### config.mk
export PLATFORM = sky130hd
export DESIGN_NAME = life_step_ram
export DESIGN_NICKNAME = d
export VERILOG_FILES = /design/src/rtl/life_step_ram.sv
export SDC_FILE = /design/constraint.sdc
export NUM_CORES = 2
export LEC_CHECK = 0
export BUFFER_PORTS_ARGS = -buffer_cell sky130_fd_sc_hd__buf_2
export CORE_MARGIN = 2
export CORE_UTILIZATION = 45
export CTS_CLUSTER_DIAMETER = 80
export CTS_CLUSTER_SIZE = 12
export DETAILED_ROUTE_END_ITERATION = 6
export GPL_TIMING_DRIVEN = 0
export PLACE_DENSITY = 0.68
export SYNTH_ARGS = -nofsm -noshare
export SYNTH_HDL_FRONTEND = slang
export SYNTH_SLANG_ARGS = --single-unit
export TNS_END_PERCENT = 20
### constraint.sdc
create_clock -name clock -period 3.7 [get_ports clock]
set_input_delay 0.74 -clock clock [delete_from_list [all_inputs] [get_ports clock]]
set_output_delay 0.74 -clock clock [all_outputs]
set_load 0.05 [all_outputs]
### src/rtl/life_step_ram.sv
// Generic single-clock RAM, one write port and one registered read port.
// No dependencies.
`default_nettype none

module life_step_ram #(
   parameter int WIDTH = 8,
   parameter int DEPTH = 256
) (
   input  wire logic                     clock,
   input  wire logic                     wr_en,
   input  wire logic [$clog2(DEPTH)-1:0] wr_addr,
   input  wire logic [WIDTH-1:0]         wr_data,
   input  wire logic                     rd_en,
   input  wire logic [$clog2(DEPTH)-1:0] rd_addr,
   output logic      [WIDTH-1:0]         rd_data
);

   logic [WIDTH-1:0] mem [DEPTH];

   always_ff @(posedge clock) begin
      if (wr_en) begin
         mem[wr_addr] <= wr_data;
      end
      if (rd_en) begin
         rd_data <= mem[rd_addr];
      end
   end

endmodule

`default_nettype wire

### Word-level counts from Yosys, hierarchy flattened

Memory sizes are Yosys's and may differ from the RTL's. A register that Yosys moved wholly into a read port is not among the register bits.
Index checks and enable logic that the tools add are counted.

| word-level totals | value |
|---|---|
| bits in registers | 0 |
| output and inout port bits | 8 |
| memory bits (writable) | 2048 |
| memories kept | 1 |
| bits of input ports | 27 |
| word-level logic and storage cells | 3 |

| operators by class | value |
|---|---|
| multiplexer cells | 2 |

Memories:

| memory | depth | width | rd ports | clocked after memory_dff | wr ports | line | text |
|---|---|---|---|---|---|---|---|
| mem | 256 | 8 | 1 | 1 | 1 | 18 | `logic [WIDTH-1:0] mem [DEPTH];` |

Operators with widths:

| cell | count |
|---|---|
| $mux W1 | 2 |

### Depth between registers and ports, before layout

| logic depth | value |
|---|---|
| depth after elaboration | 2 |
| depth in mapped cells | 11 |
| mapped depth without buffers | 6 |

### Worst setup path after synthesis

Ideal clock, no wire load.

| timing path | value |
|---|---|
| path type | input -> register |
| start | input port rd_addr[0] |
| end | register rd_data[2], read port of mem (data pin) |
| arrival time | 2.547 ns |
| cell stages on the path | 9 |
| required time | 3.431 ns |
| slack | 0.884 ns |
| buffers on the path | 4 |
| library setup time | 0.269 ns |
| cells stage by stage | buf_6 -> buf_12 -> buf_8 -> buf_2 -> mux4_2 -> a22oi_1 -> a21oi_1 -> nor4_1 -> nor4_2 |

RTL lines:

| element | line | text |
|---|---|---|
| start, declared | 14 | `input wire logic [$clog2(DEPTH)-1:0] rd_addr,` |
| end, declared | 15 | `output logic [WIDTH-1:0] rd_data` |

==> impl_metrics.json <==
{
  "status": "finished, violations left",
  "violations": "negative setup slack",
  "grt_pass1_vias": 40200,
  "min_period_ps": 3990,
  "critPathKind": "input port to flop",
  "cts_made_buffers": 189,
  "start_util": 0.453,
  "vias": 41400,
  "dp_hpwl_microns": 155000,
  "drive_gt1_frac": 0.224,
  "ys_warn_count": 0,
  "avgSynthCellArea_sq_um": 21.3,
  "first_iter_violations": 6669,
  "synth_top_area_cell": "edfxtp_1",
  "overflow": 0,
  "cp.arrival_ps": 4520,
  "synth_top_family_by_area": "multiplexers",
  "syn_nets": 3760,
  "final_cell_area_sq_mm": 0.0885,
  "syn_area_sq_mm": 0.0796,
  "synth_area_leaders": "edfxtp_1 78%, mux4_2 13%, mux2i_1 1.7%",
  "hold_ws_ps": 315,
  "ir_worst_vdd_v": 0.000440,
  "viasPerCell": 6.55,
  "finClkSkew_ps": 30.7,
  "grt_pass1_wl_microns": 320000,
  "synth_top_area_share": 0.775,
  "boundaryPins": 35,
  "post-place-ws_ps": -2040,
  "total_leakage_power_nw": 26.9,
  "antenna_found_initial": 14,
  "ys_ff_latch": 2056,
  "cts_tree": "done",
  "synthAdderAreaFrac": 0,
  "setup_slack_ps": -290,
  "netlist_instances": 3733,
  "track_usage": 0.259,
  "nets": 3993,
  "tightest_slew_ps": 1400,
  "yosys.area_share.simple": 0.0263,
  "period_share": 1.08,
  "final_common_cell": "edfxtp_1",
  "cts-root-buf": "clkbuf_16",
  "synth_compound_area_frac": 0.0342,
  "dpl_cell_area_sq_mm": 0.0832,
  "gp_congestion": 0.950,
  "setup.worst_path.start_class": "input port",
  "maxSlewHeadroom": 0.0665,
  "crit_path_end_kind": "flop",
  "path_clk_slew_ps": 60,
  "grt_max_degree": 152,
  "wl_per_cell_microns": 36.9,
  "h-tree-depth": 4,
  "power_density_mw_per_mm2": 517,
  "dieArea_sq_mm": 0.180,
  "die_width_microns": 425,
  "min_path_type": "input port to flop",
  "drv_slew": 0,
  "rsz0062_at_grt": "true",
  "synthArstFlopShare": 0,
  "core-area_sq_mm": 0.176,
  "clkLatencyLatePin_ps": 830,
  "first_pass_iters": 6,
  "antenna_left": 0,
  "mostFrequentLayoutCells": "2056 x edfxtp_1, 454 x mux4_2, 280 x nor2_1, 189 x clkbuf_16, 134 x mux2i_1",
  "die_h_microns": 425,
  "clk_path_buf_depth": 3,
  "cap_violations": 0,
  "final_hold_viol_count": 0,
  "max_freq_mhz": 251,
  "crit_fanout": 10,
  "port_buffers": 27,
  "synth.mux.area_fraction": 0.146,
  "syn_to_final_growth_pct": 11.1,
  "critPathRequiredTime_ps": 4230,
  "yosysUniqueCellTypes": 54,
  "synth-xor-area-share": 0,
  "core.rowCount": 154,
  "synth_ff_type": "edfxtp_1",
  "route.detailed.drc": 0,
  "setup_viol": 7,
  "routed_wl_microns": 234000,
  "seq_area_frac_synth": 0.775,
  "cts_sinks": 2056,
  "synth_edf_count": 2056
}
## routing by layer
metal	global-route usage	vias to the layer above	part of all wire
met5	0	-	0.00032
met4	0.131	10	0.059
met3	0.0727	538	0.13
met2	0.391	3079	0.45
met1	0.346	21800	0.36
li1	-	16000	-
## state kept, by name, summed over array words and instances (netlist names)
signal   flops
mem       2048
rd_data      8
## critical path, cell delays in order
cell	delay, ps
buf_2	140
buf_4	300
buf_2	420
clkbuf_1	940
mux4_2	430
a22oi_1	380
nand2_1	150
a211oi_1	860
nor4_1	140
## Yosys cell counts (all sizes together) (2+ instances only)
| cell type | instances |
|---|---|
| a311oi | 2 |
| mux4 | 456 |
| nor2b | 31 |
| mux2i | 134 |
| a31oi | 2 |
| nand2 | 33 |
| nand2b | 8 |
| edfxtp | 2056 |
| a21oi | 96 |
| nand3b | 2 |
| nand3 | 34 |
| clkbuf | 111 |
| nor4 | 27 |
| o22ai | 28 |
| o21ai | 12 |
| buf | 122 |
| nor2 | 282 |
| o211ai | 10 |
| o221ai | 47 |
| a22o | 8 |
| or2 | 4 |
| and2 | 6 |
| and3b | 2 |
| a22oi | 133 |
| a211oi | 16 |
| a221oi | 14 |
| o22a | 5 |
| nor3 | 22 |
| o32ai | 5 |
| nand4 | 10 |
| a2111oi | 5 |
## cell families (layout without fill, tap and decap cells)
logic type,Yosys count,in the layout
buf+inv,235,482
flops,2056,2056
other cells,0,6
mux,591,591
simple gates,466,466
compound gates,385,385
## final timing paths
kind | startpoint | to | cells past startpoint | slack (ps)
setup reg to reg | mem[80][3] | rd_data[3] | 6 | 410
setup / recovery | rd_addr[1] | rd_data[3] | 9 | -290
hold / removal | wr_data[2] | mem[213][2] | 1 | 310
hold reg to reg | mem[32][5] | rd_data[5] | 6 | 1240
## where the power goes
group          switching (W)  total (W)  internal, W
logic                0.00194    0.00279     0.000846
registers          0.0000216     0.0257       0.0257
clock network        0.00817     0.0172      0.00907
total                 0.0101     0.0457       0.0356
## what timing repair did
| item | in CTS | in global routing |
|---|---|---|
| gates resized for setup | 71 | 12 |
| endpoints found under the setup margin | 8 | 8 |
| setup buffers | 0 | 0 |
| hold buffers | 0 | 0 |
## stage by stage
| step | total power [W] | std cells | utilization | TNS, ps |
|---|---|---|---|---|
| floorplan | 0.0275 | 3733 | - | 0 |
| global placement | 0.0289 | 6100 | 0.470 | -3052030 |
| detailed placement | 0.0289 | 6115 | 0.473 | -178740 |
| CTS | 0.0457 | 6320 | 0.503 | -49.8 |
| global route | 0.0466 | 6322 | 0.503 | -537 |
| finish | 0.0457 | 6326 | 0.503 | -1580 |
## layout make-up
type                       instances  area, sq um
inverter                           2         7.51
multi-input combinational       1442        16600
fill                           13700        87400
clock inverter                    16          283
timing repair buffer              42          576
antenna                            6         15.0
tap                             2340         2930
sequential                      2056        61700
clock buffer                     189         4730
buffer                           233         1580
Note: power is estimated with default switching activity, not from simulation.
